## config.mk

```make
export PLATFORM = sky130hd
export DESIGN_NAME = triangle_scanline_span_rasterizer_top
export DESIGN_NICKNAME = d
export VERILOG_FILES = /design/src/rtl/tssr_pkg.sv /design/src/rtl/tssr_divider.sv /design/src/rtl/triangle_scanline_span_rasterizer_top.sv
export SDC_FILE = /design/constraint.sdc
export NUM_CORES = 2
export LEC_CHECK = 0
export BUFFER_PORTS_ARGS = -buffer_cell sky130_fd_sc_hd__buf_2
export CAP_MARGIN = 20
export CORE_ASPECT_RATIO = 0.75
export CORE_MARGIN = 1.5
export CORE_UTILIZATION = 50
export CTS_BUF_LIST = sky130_fd_sc_hd__clkbuf_16
export CTS_CLUSTER_DIAMETER = 40
export DETAILED_ROUTE_END_ITERATION = 7
export GPL_TIMING_DRIVEN = 0
export PLACE_DENSITY = 0.75
export SYNTH_ARGS = -nofsm -noshare
export SYNTH_HDL_FRONTEND = slang
export SYNTH_SLANG_ARGS = --single-unit
```

## constraint.sdc

```tcl
create_clock -name clk_i -period 9.4 [get_ports clk_i]
set_clock_uncertainty 0.1 [all_clocks]
set_input_delay 0.47 -clock clk_i [delete_from_list [all_inputs] [get_ports clk_i]]
set_output_delay 0.47 -clock clk_i [all_outputs]
set_load 0.005 [all_outputs]
```

## src/rtl/tssr_pkg.sv

```systemverilog
// Package for the triangle scanline span rasterizer.
// Holds operation and fill phase codes, the configuration reset value
// and the divider status struct. No dependencies.
package tssr_pkg;

  localparam logic OP_LOAD = 1'b0;
  localparam logic OP_STEP = 1'b1;

  localparam logic [1:0] PH_IDLE   = 2'd0;
  localparam logic [1:0] PH_TOP    = 2'd1;
  localparam logic [1:0] PH_BOTTOM = 2'd2;

  localparam int unsigned CFG_W = 13;
  localparam logic [CFG_W-1:0] CFG_WIDTH_RESET = 13'd640;

  typedef struct packed {
    logic busy;
    logic done;
  } tssr_div_stat_t;

endpackage

```

## src/rtl/tssr_divider.sv

```systemverilog
// Shared restoring divider, one quotient bit per cycle, truncates toward zero.
// Signed numerator, positive unsigned divisor. Uses tssr_pkg.
module tssr_divider #(
  parameter int unsigned NUM_W = 41,
  parameter int unsigned DEN_W = 12
) (
  input  logic                     clk_i,
  input  logic                     rst_ni,
  input  logic                     start_i,
  input  logic signed [NUM_W-1:0]  num_i,
  input  logic        [DEN_W-1:0]  den_i,
  output tssr_pkg::tssr_div_stat_t stat_o,
  output logic signed [NUM_W-1:0]  quo_o
);

  localparam int unsigned CNT_W = $clog2(NUM_W + 1);

  logic [CNT_W-1:0] cnt_q;
  logic             done_q;
  logic             neg_q;
  logic [DEN_W-1:0] den_q;
  logic [DEN_W-1:0] rem_q;
  logic [NUM_W-1:0] acc_q;
  logic [DEN_W:0]   trial;
  logic             fits;
  logic [NUM_W-1:0] mag;

  assign mag   = num_i[NUM_W-1] ? NUM_W'(-num_i) : NUM_W'(num_i);
  assign trial = {rem_q, acc_q[NUM_W-1]};
  assign fits  = trial >= {1'b0, den_q};

  always_ff @(posedge clk_i or negedge rst_ni) begin
    if (!rst_ni) begin
      cnt_q  <= '0;
      done_q <= 1'b0;
    end else begin
      done_q <= (cnt_q == CNT_W'(1));
      if (start_i) begin
        cnt_q <= CNT_W'(NUM_W);
      end else if (cnt_q != '0) begin
        cnt_q <= cnt_q - CNT_W'(1);
      end
    end
  end

  always_ff @(posedge clk_i) begin
    if (start_i) begin
      neg_q <= num_i[NUM_W-1];
      den_q <= den_i;
      rem_q <= '0;
      acc_q <= mag;
    end else if (cnt_q != '0) begin
      rem_q <= fits ? DEN_W'(trial - {1'b0, den_q}) : DEN_W'(trial);
      acc_q <= {acc_q[NUM_W-2:0], fits};
    end
  end

  assign stat_o.busy = (cnt_q != '0);
  assign stat_o.done = done_q;
  assign quo_o       = neg_q ? -$signed(acc_q) : $signed(acc_q);

endmodule

```

## src/rtl/triangle_scanline_span_rasterizer_top.sv

```systemverilog
// Top level of the triangle scanline span rasterizer.
// Sequencer, edge registers and span datapath; uses tssr_pkg and tssr_divider.
//
// Usage:
//   s_axis carries one word per item. tuser is the operation: load (0) takes
//   three vertices and a label from tdata; step (1) asks for the next span.
//   m_axis returns one span word per step while a triangle is active; tlast
//   marks the final span and tuser flags an empty span.
//   cfg_we_i/cfg_wdata_i write the image width; the user must do so only
//   while the block is idle, which the block itself does not enforce.
// Sequencing:
//   A step is accepted in ST_IDLE, then ST_SPAN loads the span register.
//   A load of a zero-height triangle returns to idle after setup. Any other
//   load then finds the split column (skipped for a flat bottom) and each of
//   the two inverse slopes, each either directly or by one division in the
//   shared divider. The step that crosses the middle row adds the two slope
//   stages again. tready stays low while the sequencer is busy.
// Reset: no triangle is active, width reads 640, steps give nothing.
// Stall: a span waits in the output register; a new item is accepted only
//   when that register is empty or being taken in the same cycle.
module triangle_scanline_span_rasterizer_top #(
  parameter int unsigned COORD_BITS = 12,
  parameter int unsigned FRAC_BITS  = 16,
  parameter int unsigned LABEL_BITS = 20
) (
  input  logic                       clk_i,
  input  logic                       rst_ni,
  input  logic                       cfg_we_i,
  input  logic [tssr_pkg::CFG_W-1:0] cfg_wdata_i,
  input  logic                       s_axis_tvalid_i,
  output logic                       s_axis_tready_o,
  // x_a, y_a, x_b, y_b, x_c, y_c, triangle_index, zero fill
  input  logic [((6*COORD_BITS+LABEL_BITS+7)/8)*8-1:0] s_axis_tdata_i,
  // operation
  input  logic                       s_axis_tuser_i,
  output logic                       m_axis_tvalid_o,
  input  logic                       m_axis_tready_i,
  // span_row, span_start, span_end, span_label, zero fill
  output logic [((3*COORD_BITS+LABEL_BITS+7)/8)*8-1:0] m_axis_tdata_o,
  // span_empty
  output logic                       m_axis_tuser_o,
  // last_span
  output logic                       m_axis_tlast_o
);

  localparam int unsigned C     = COORD_BITS;
  localparam int unsigned F     = FRAC_BITS;
  localparam int unsigned POS_W = C + F + 3;
  localparam int unsigned QI_W  = POS_W - F;
  localparam int unsigned NUM_W = 2*C + F + 1;
  localparam int unsigned OUT_W = ((3*C+LABEL_BITS+7)/8)*8;

  localparam logic [3:0] ST_IDLE  = 4'd0;
  localparam logic [3:0] ST_SETUP = 4'd1;
  localparam logic [3:0] ST_MID   = 4'd2;
  localparam logic [3:0] ST_MID_W = 4'd3;
  localparam logic [3:0] ST_E0    = 4'd4;
  localparam logic [3:0] ST_E0_W  = 4'd5;
  localparam logic [3:0] ST_E1    = 4'd6;
  localparam logic [3:0] ST_E1_W  = 4'd7;
  localparam logic [3:0] ST_SPAN  = 4'd8;

  logic [3:0] state_q, state_d;
  logic [tssr_pkg::CFG_W-1:0] width_q;
  logic [C-1:0] sx_q [3];
  logic [C-1:0] sy_q [3];
  logic [LABEL_BITS-1:0] label_q;
  logic signed [POS_W-1:0] split_q;
  logic signed [POS_W-1:0] pos_q [2];
  logic signed [POS_W-1:0] step_q [2];
  logic vert_q [2];
  logic [C-1:0] row_q;
  logic [1:0] phase_q;
  logic bottom_q;

  logic out_valid_q, out_empty_q, out_last_q;
  logic [C-1:0] out_row_q, out_start_q, out_end_q;
  logic [LABEL_BITS-1:0] out_label_q;

  logic in_acc;
  logic [2*C-1:0] key [3];
  logic [2*C-1:0] srt [3];
  logic [2*C-1:0] tmp;

  logic div_start;
  logic signed [NUM_W-1:0] div_num;
  logic [C-1:0] div_den;
  tssr_pkg::tssr_div_stat_t div_stat;
  logic signed [NUM_W-1:0] div_quo;
  logic signed [POS_W-1:0] quo;

  logic signed [POS_W-1:0] xq0, xq1, xq2, f0, num0, num1;
  logic signed [2*C:0] prod;
  logic [C-1:0] den_e;

  logic signed [POS_W-1:0] lo, hi, lo_c, hi_c, lim, one_m1;
  logic signed [QI_W-1:0] s_i, e_i;
  logic [31:0] wext;
  logic [C-1:0] lim_col;

  assign in_acc = s_axis_tvalid_i && s_axis_tready_o;
  assign s_axis_tready_o = (state_q == ST_IDLE) && (!out_valid_q || m_axis_tready_i);

  // sort by row, then column
  always_comb begin
    tmp    = '0;
    key[0] = {s_axis_tdata_i[2*C-1:C],   s_axis_tdata_i[C-1:0]};
    key[1] = {s_axis_tdata_i[4*C-1:3*C], s_axis_tdata_i[3*C-1:2*C]};
    key[2] = {s_axis_tdata_i[6*C-1:5*C], s_axis_tdata_i[5*C-1:4*C]};
    srt[0] = key[0];
    srt[1] = key[1];
    srt[2] = key[2];
    if (srt[0] > srt[1]) begin
      tmp = srt[0]; srt[0] = srt[1]; srt[1] = tmp;
    end
    if (srt[1] > srt[2]) begin
      tmp = srt[1]; srt[1] = srt[2]; srt[2] = tmp;
    end
    if (srt[0] > srt[1]) begin
      tmp = srt[0]; srt[0] = srt[1]; srt[1] = tmp;
    end
  end

  assign xq0 = $signed({3'b000, sx_q[0], {F{1'b0}}});
  assign xq1 = $signed({3'b000, sx_q[1], {F{1'b0}}});
  assign xq2 = $signed({3'b000, sx_q[2], {F{1'b0}}});
  assign f0  = (sy_q[0] == sy_q[1]) ? xq0 : xq1;
  assign num0 = bottom_q ? (xq1 - xq0) : (xq2 - f0);
  assign num1 = bottom_q ? (split_q - xq0) : (xq2 - split_q);
  assign den_e = bottom_q ? (sy_q[1] - sy_q[0]) : (sy_q[2] - sy_q[1]);
  assign prod = $signed({1'b0, sy_q[1] - sy_q[0]}) *
                $signed({1'b0, sx_q[2]} - {1'b0, sx_q[0]});
  assign quo = div_quo[POS_W-1:0];

  always_comb begin
    div_start = 1'b0;
    div_num   = NUM_W'(num0);
    div_den   = den_e;
    case (state_q)
      ST_MID: begin
        div_start = (sy_q[0] != sy_q[1]);
        div_num   = $signed({prod, {F{1'b0}}});
        div_den   = sy_q[2] - sy_q[0];
      end
      ST_E0: begin
        div_start = (num0 != '0);
        div_num   = NUM_W'(num0);
      end
      ST_E1: begin
        div_start = (num1 != '0);
        div_num   = NUM_W'(num1);
      end
      default: ;
    endcase
  end

  tssr_divider #(
    .NUM_W(NUM_W),
    .DEN_W(C)
  ) u_div (
    .clk_i  (clk_i),
    .rst_ni (rst_ni),
    .start_i(div_start),
    .num_i  (div_num),
    .den_i  (div_den),
    .stat_o (div_stat),
    .quo_o  (div_quo)
  );

  // span datapath
  always_comb begin
    wext = 32'(width_q);
    if (wext == 32'd0) begin
      lim_col = '0;
    end else if (wext > (32'd1 << C)) begin
      lim_col = {C{1'b1}};
    end else begin
      lim_col = C'(wext - 32'd1);
    end
    lim    = $signed({3'b000, lim_col, {F{1'b0}}});
    one_m1 = $signed({{(POS_W-F){1'b0}}, {F{1'b1}}});
    lo     = (pos_q[0] < pos_q[1]) ? pos_q[0] : pos_q[1];
    hi     = (pos_q[0] < pos_q[1]) ? pos_q[1] : pos_q[0];
    lo_c   = (lo < 0) ? '0 : lo;
    hi_c   = (hi > lim) ? lim : hi;
    s_i    = QI_W'(lo_c >>> F);
    e_i    = QI_W'((hi_c + ((hi_c < 0) ? one_m1 : '0)) >>> F);
  end

  always_comb begin
    state_d = state_q;
    case (state_q)
      ST_IDLE: begin
        if (in_acc) begin
          if (s_axis_tuser_i == tssr_pkg::OP_LOAD) begin
            state_d = ST_SETUP;
          end else if (phase_q != tssr_pkg::PH_IDLE) begin
            state_d = ST_SPAN;
          end
        end
      end
      ST_SETUP: begin
        if (sy_q[0] == sy_q[2]) begin
          state_d = ST_IDLE;
        end else if (sy_q[1] == sy_q[2]) begin
          state_d = ST_E0;
        end else begin
          state_d = ST_MID;
        end
      end
      ST_MID:   state_d = (sy_q[0] == sy_q[1]) ? ST_E0 : ST_MID_W;
      ST_MID_W: state_d = div_stat.done ? ST_E0 : ST_MID_W;
      ST_E0:    state_d = (num0 == '0) ? ST_E1 : ST_E0_W;
      ST_E0_W:  state_d = div_stat.done ? ST_E1 : ST_E0_W;
      ST_E1:    state_d = (num1 == '0) ? ST_IDLE : ST_E1_W;
      ST_E1_W:  state_d = div_stat.done ? ST_IDLE : ST_E1_W;
      ST_SPAN: begin
        if (row_q == sy_q[1] && phase_q == tssr_pkg::PH_TOP && sy_q[0] < sy_q[1]) begin
          state_d = ST_E0;
        end else begin
          state_d = ST_IDLE;
        end
      end
      default:  state_d = ST_IDLE;
    endcase
  end

  always_ff @(posedge clk_i or negedge rst_ni) begin
    if (!rst_ni) begin
      state_q     <= ST_IDLE;
      width_q     <= tssr_pkg::CFG_WIDTH_RESET;
      phase_q     <= tssr_pkg::PH_IDLE;
      out_valid_q <= 1'b0;
      bottom_q    <= 1'b0;
      row_q       <= '0;
      label_q     <= '0;
      split_q     <= '0;
      for (int i = 0; i < 3; i++) begin
        sx_q[i] <= '0;
        sy_q[i] <= '0;
      end
      for (int i = 0; i < 2; i++) begin
        pos_q[i]  <= '0;
        step_q[i] <= '0;
        vert_q[i] <= 1'b0;
      end
    end else begin
      state_q <= state_d;
      if (cfg_we_i) begin
        width_q <= cfg_wdata_i;
      end
      if (out_valid_q && m_axis_tready_i) begin
        out_valid_q <= 1'b0;
      end
      case (state_q)
        ST_IDLE: begin
          if (in_acc && s_axis_tuser_i == tssr_pkg::OP_LOAD) begin
            for (int i = 0; i < 3; i++) begin
              sx_q[i] <= srt[i][C-1:0];
              sy_q[i] <= srt[i][2*C-1:C];
            end
            label_q <= s_axis_tdata_i[6*C+LABEL_BITS-1:6*C];
          end else if (in_acc && phase_q != tssr_pkg::PH_IDLE) begin
            // advance each edge before its row is filled
            for (int i = 0; i < 2; i++) begin
              if (!vert_q[i]) begin
                pos_q[i] <= (phase_q == tssr_pkg::PH_TOP) ? pos_q[i] - step_q[i]
                                                          : pos_q[i] + step_q[i];
              end
            end
          end
        end
        ST_SETUP: begin
          if (sy_q[0] == sy_q[2]) begin
            pos_q[0]  <= xq0;
            pos_q[1]  <= xq2;
            step_q[0] <= '0;
            step_q[1] <= '0;
            vert_q[0] <= 1'b1;
            vert_q[1] <= 1'b1;
            row_q     <= sy_q[0];
            phase_q   <= tssr_pkg::PH_BOTTOM;
          end else if (sy_q[1] == sy_q[2]) begin
            split_q  <= xq2;
            pos_q[0] <= xq0;
            pos_q[1] <= xq0;
            row_q    <= sy_q[0];
            phase_q  <= tssr_pkg::PH_BOTTOM;
            bottom_q <= 1'b1;
          end else begin
            pos_q[0] <= xq2;
            pos_q[1] <= xq2;
            row_q    <= sy_q[2];
            phase_q  <= tssr_pkg::PH_TOP;
            bottom_q <= 1'b0;
          end
        end
        ST_MID: begin
          if (sy_q[0] == sy_q[1]) begin
            split_q <= xq1;
          end
        end
        ST_MID_W: begin
          if (div_stat.done) begin
            split_q <= xq0 + quo;
          end
        end
        ST_E0: begin
          vert_q[0] <= (num0 == '0);
          step_q[0] <= '0;
        end
        ST_E0_W: begin
          if (div_stat.done) begin
            step_q[0] <= quo;
          end
        end
        ST_E1: begin
          vert_q[1] <= (num1 == '0);
          step_q[1] <= '0;
        end
        ST_E1_W: begin
          if (div_stat.done) begin
            step_q[1] <= quo;
          end
        end
        ST_SPAN: begin
          out_valid_q <= 1'b1;
          if (row_q == sy_q[1]) begin
            if (phase_q == tssr_pkg::PH_TOP && sy_q[0] < sy_q[1]) begin
              pos_q[0] <= xq0;
              pos_q[1] <= xq0;
              row_q    <= sy_q[0];
              phase_q  <= tssr_pkg::PH_BOTTOM;
              bottom_q <= 1'b1;
            end else begin
              phase_q <= tssr_pkg::PH_IDLE;
            end
          end else if (phase_q == tssr_pkg::PH_TOP) begin
            row_q <= row_q - C'(1);
          end else begin
            row_q <= row_q + C'(1);
          end
        end
        default: ;
      endcase
    end
  end

  always_ff @(posedge clk_i) begin
    if (state_q == ST_SPAN) begin
      out_row_q   <= row_q;
      out_start_q <= (s_i > $signed(QI_W'({C{1'b1}}))) ? {C{1'b1}} : s_i[C-1:0];
      out_end_q   <= (e_i < 0) ? '0 : e_i[C-1:0];
      out_label_q <= label_q;
      out_empty_q <= (s_i > e_i);
      out_last_q  <= (row_q == sy_q[1]) &&
                     !(phase_q == tssr_pkg::PH_TOP && sy_q[0] < sy_q[1]);
    end
  end

  assign m_axis_tvalid_o = out_valid_q;
  assign m_axis_tdata_o  = OUT_W'({out_label_q, out_end_q, out_start_q, out_row_q});
  assign m_axis_tuser_o  = out_empty_q;
  assign m_axis_tlast_o  = out_last_q;

  a_div_done_in_wait: assert property (@(posedge clk_i) disable iff (!rst_ni)
    div_stat.done |-> (state_q == ST_MID_W || state_q == ST_E0_W || state_q == ST_E1_W))
    else $error("divider result with no wait state");

  a_valid_from_span: assert property (@(posedge clk_i) disable iff (!rst_ni)
    $rose(out_valid_q) |-> $past(state_q == ST_SPAN))
    else $error("span word raised outside span state");

  a_span_needs_phase: assert property (@(posedge clk_i) disable iff (!rst_ni)
    (state_q == ST_SPAN) |-> (phase_q != tssr_pkg::PH_IDLE && !out_valid_q))
    else $error("span state with no active triangle or full output");

endmodule

```

==> load_flow_metrics.sql <==
INSERT INTO impl_metrics (metric_group, metric, value, unit) VALUES
('setup_path', 'crit_reg_reg_startpoint', 'sy_q[24]', ''),
('setup_path', 'r2r-end', 'u_div.acc_q[3]', ''),
('timing', 'post-route-period-util', '0.969', ''),
('setup_path', 'timing.critical_path.required', '9.68', 'ns'),
('hold_path', 'hold_class', 'primary input to flop', ''),
('cts', 'cts-buffers-inserted', '70', ''),
('logic_synthesis', 'post_synth_mux_area_share', '0.0475', ''),
('logic_synthesis', 'synth-edff-count', '112', ''),
('cts', 'clock_pin_slew_on_the_worst_setup_and_hold_paths', '0.06', 'ns'),
('cts', 'cts.path.max_buffers', '3', ''),
('logic_synthesis', 'synthAdderAreaFrac', '0.188', ''),
('logic_synthesis', 'synth_async_sr_flop_share', '0.700', ''),
('timing', 'max_slew.worst_pin.slew', '1.18', 'ns'),
('final_layout', 'flow.area_growth_from_synthesis', '15.5', '%'),
('global_route', 'globalRoute.totalOverflow', '0', ''),
('setup_path', 'setup.worst_path.end_class', 'flop', ''),
('setup_path', 'startpoint', 'sy_q[24]', ''),
('global_route', 'grt_antenna_before_repair', '2', ''),
('setup_path', 'setup.worst_path.start_class', 'flop', ''),
('logic_synthesis', 'synth_seq_cells', '413', ''),
('floorplan', 'ioPinCount', '175', ''),
('timing', 'post-route-min-period', '9.11', 'ns'),
('timing', 'setup_total_negative_slack', '0', 'ns'),
('routing', 'num_vias', '40700', ''),
('floorplan', 'floorplan.die_area', '0.0850', 'mm²'),
('routing', 'first_pass_iters', '8', ''),
('routing', 'detailedRoute.firstIterationViolations', '4891', ''),
('setup_path', 'r2r_cells', '35', ''),
('setup_path', 'slowest_stage', 'fa_2', ''),
('routing', 'detail-route-antenna-nets', '0', ''),
('cts', 'tritoncts', 'yes', ''),
('final_layout', 'proportion_of_layout_cells_with_a_drive_suffix_above_1', '0.121', ''),
('logic_synthesis', 'postSynthAreaPerCell', '8.40', 'µm²'),
('hold_path', 'holdPathStages', '3', ''),
('routing', 'route.detailed.drc', '0', ''),
('setup_path', 'endpoint_arrival_time_on_the_critical_path', '9.39', 'ns'),
('setup_path', 'timing_worst_setup_path_type', 'flop to flop', ''),
('routing', 'drt-total-wl', '150', 'mm'),
('timing', 'slew-limit-headroom', '0.210', ''),
('setup_path', 'critical_path.max_fanout', '7', ''),
('cts', 'tritoncts_num_sinks', '413', ''),
('place', 'buffer_ports.inserted', '169', ''),
('cts', 'worstSkewPairLatency', '0.65', 'ns'),
('setup_path', 'worstSetupEndpoint', 'u_div.acc_q[3]', ''),
('floorplan', 'die_w', '336', 'µm'),
('logic_synthesis', 'synthesis.area', '0.0416', 'mm²'),
('global_route', 'total_global_routing_track_utilization', '0.346', ''),
('outcome', 'run_status', 'complete, no violations', ''),
('logic_synthesis', 'cell_count_after_synthesis', '4954', ''),
('logic_synthesis', 'share_of_the_synthesized_area_in_compound_gates_ao_oa_aoi_oai', '0.206', ''),
('floorplan', 'die_height', '253', 'µm'),
('logic_synthesis', 'synth_simple_gate_area_share', '0.178', ''),
('cts', 'cts_htree_levels', '3', ''),
('place', 'post-dp-hpwl', '117', 'mm'),
('logic_synthesis', 'synth_seq_area_share', '0.260', ''),
('floorplan', 'core_region_area', '0.0823', 'mm²'),
('cts', 'cell_at_the_root_of_the_clock_tree', 'clkbuf_16', ''),
('place', 'gp_congestion', '1.06', ''),
('setup_path', 'timing.reg2reg.setup_slack', '0.29', 'ns'),
('floorplan', 'initial_core_util', '0.506', ''),
('logic_synthesis', 'postSynthNetCount', '5619', ''),
('logic_synthesis', 'post_synth_xor_xnor_area', '0.0640', ''),
('setup_path', 'cp_common_cell', 'fa_1', ''),
('timing', 'max_freq', '110', 'MHz'),
('timing', 'hold_viol', '0', ''),
('global_route', 'grt_max_degree', '117', ''),
('logic_synthesis', 'yosys_warning_total', '0', ''),
('logic_synthesis', 'yosys_most_used_dff', 'dfrtp_1', ''),
('timing', 'timing.final.max_slew_violations', '0', ''),
('routing', 'detail_route.vias_per_cell', '6.27', ''),
('logic_synthesis', 'combinational_family_with_the_most_area_after_synthesis', 'compound AO/OA/AOI/OAI gates', ''),
('setup_path', 'crit_path_max_incr_delay', '0.58', 'ns'),
('routing', 'wire_per_inst', '23.1', 'µm'),
('floorplan', 'std_cell_rows', '91', ''),
('job', 'max_cap_violations', '0', ''),
('global_route', 'wire_length_of_the_first_global_routing_pass', '226', 'mm'),
('timing', 'setup_viol_count_final', '0', ''),
('logic_synthesis', 'post_synth_num_cell_types', '102', ''),
('final_layout', 'layout.nets', '5976', ''),
('global_route', 'first_global_vias', '38000', '');
==> cells in the final DEF, fill, tap and decap left out, types with 98 or more instances in the layout <==
cell      count
a21oi_1     311
buf_2       173
xnor2_1     146
dfrtp_1     260
edfxtp_1    112
nand2_1     552
inv_1       412
ha_1        424
clkbuf_1    155
nor2_1      392
xor2_1      145
o21ai_0     357
nor3_1       98
fa_1        120
==> area by class of cell <==
class,instances,area (µm²)
sequential,413,10900
tap,1116,1400
clock inverter,59,654
buffer,196,888
clock buffer,71,1780
multi-input combinational,3923,28900
timing repair buffer,286,1960
inverter,421,1590
fill,7246,34200
antenna,1,2.50
==> kinds of logic (layout without fill, tap and decap cells) <==
logic type | after synthesis | after routing
other | 0 | 1
DFF | 413 | 413
muxes | 176 | 176
buffers and inverters | 618 | 1033
adders and majority gates | 551 | 551
and+or+nand+nor | 1563 | 1563
AOI/OAI and AO/OA | 1329 | 1329
xor gates and xnor gates | 304 | 304
==> worst max-delay path: cells and delay by family, from the launching register on <==
family | cells | cell delay [ns]
AO/OA/AOI/OAI | 13 | 2.28
XOR/XNOR | 2 | 0.43
adder cells (fa/ha/maj) | 9 | 3.49
buffers and inverters | 6 | 0.73
flip-flops | 1 | 0.49
AND/OR/NAND/NOR | 5 | 1.30
==> stage by stage <==
step                      setup WS [ns]  area (µm²)  hold slack, ns   util  cells
after global routing            -0.0452       48100           0.131  0.584   6485
final                             0.290       48100           0.107  0.584   6486
after floorplan                  0.0616       41600          0.0744      -   4954
after global placement            -2.01       43900           0.326  0.533   6239
after CTS                       -0.0325       47400          0.0737  0.576   6441
after detailed placement          -2.04       44100           0.334  0.535   6246
==> state kept, by name, summed over array words and instances (netlist names), 2 cells and up <==
signal,count
label_q,20
out_end_q,12
out_label_q,20
out_row_q,12
out_start_q,12
phase_q,2
pos_q,62
row_q,12
split_q,31
state_q,4
step_q,62
sx_q,36
sy_q,36
u_div.acc_q,41
u_div.cnt_q,6
u_div.den_q,12
u_div.rem_q,12
vert_q,2
width_q,13
==> how the worst min path moves through the flow <==
stage,to,slack (ns),startpoint
after floorplan,bottom_q,0.07,rst_ni
after detailed placement,out_label_q[14],0.33,label_q[14]
after global routing,sy_q[30],0.13,s_axis_tdata_i[42]
after global placement,out_label_q[15],0.33,label_q[15]
after CTS,m_axis_tvalid_o,0.07,m_axis_tready_i
final,m_axis_tvalid_o,0.11,m_axis_tready_i
==> repair_timing <==
| action | in CTS | in global routing |
|---|---|---|
| endpoints found under the hold margin | 97 | 0 |
| buffers inserted | 31 | 41 |
| hold buffers | 34 | 0 |
| pin swaps | 13 | 30 |
| gates cloned | 0 | 3 |
| resized for setup | 83 | 107 |
| endpoints found under the setup margin | 54 | 42 |
==> routing by layer <==
layer	up-vias	global-route usage	share of wire
met5	-	0	0.000080
met2	2269	0.488	0.40
met1	19700	0.506	0.44
met4	2	0.0927	0.027
li1	18500	-	-
met3	276	0.105	0.14
==> cell usage after synthesis (95+ instances only) <==
cell type / count / area [µm²]
dfrtp_1: 287 / 7180
nor3_1: 101 / 505
mux2i_1: 95 / 951
nor2_1: 395 / 1480
nand2_1: 554 / 2080
xnor2_1: 155 / 1360
ha_1: 428 / 5360
fa_1: 122 / 2440
clkbuf_1: 169 / 634
edfxtp_1: 112 / 3360
a21oi_1: 325 / 1630
xor2_1: 149 / 1310
o21ai_0: 374 / 1870
inv_1: 416 / 1560
Power is not shown: default switching activity piles up to over one toggle a cycle in this logic, so the estimate is an artifact.
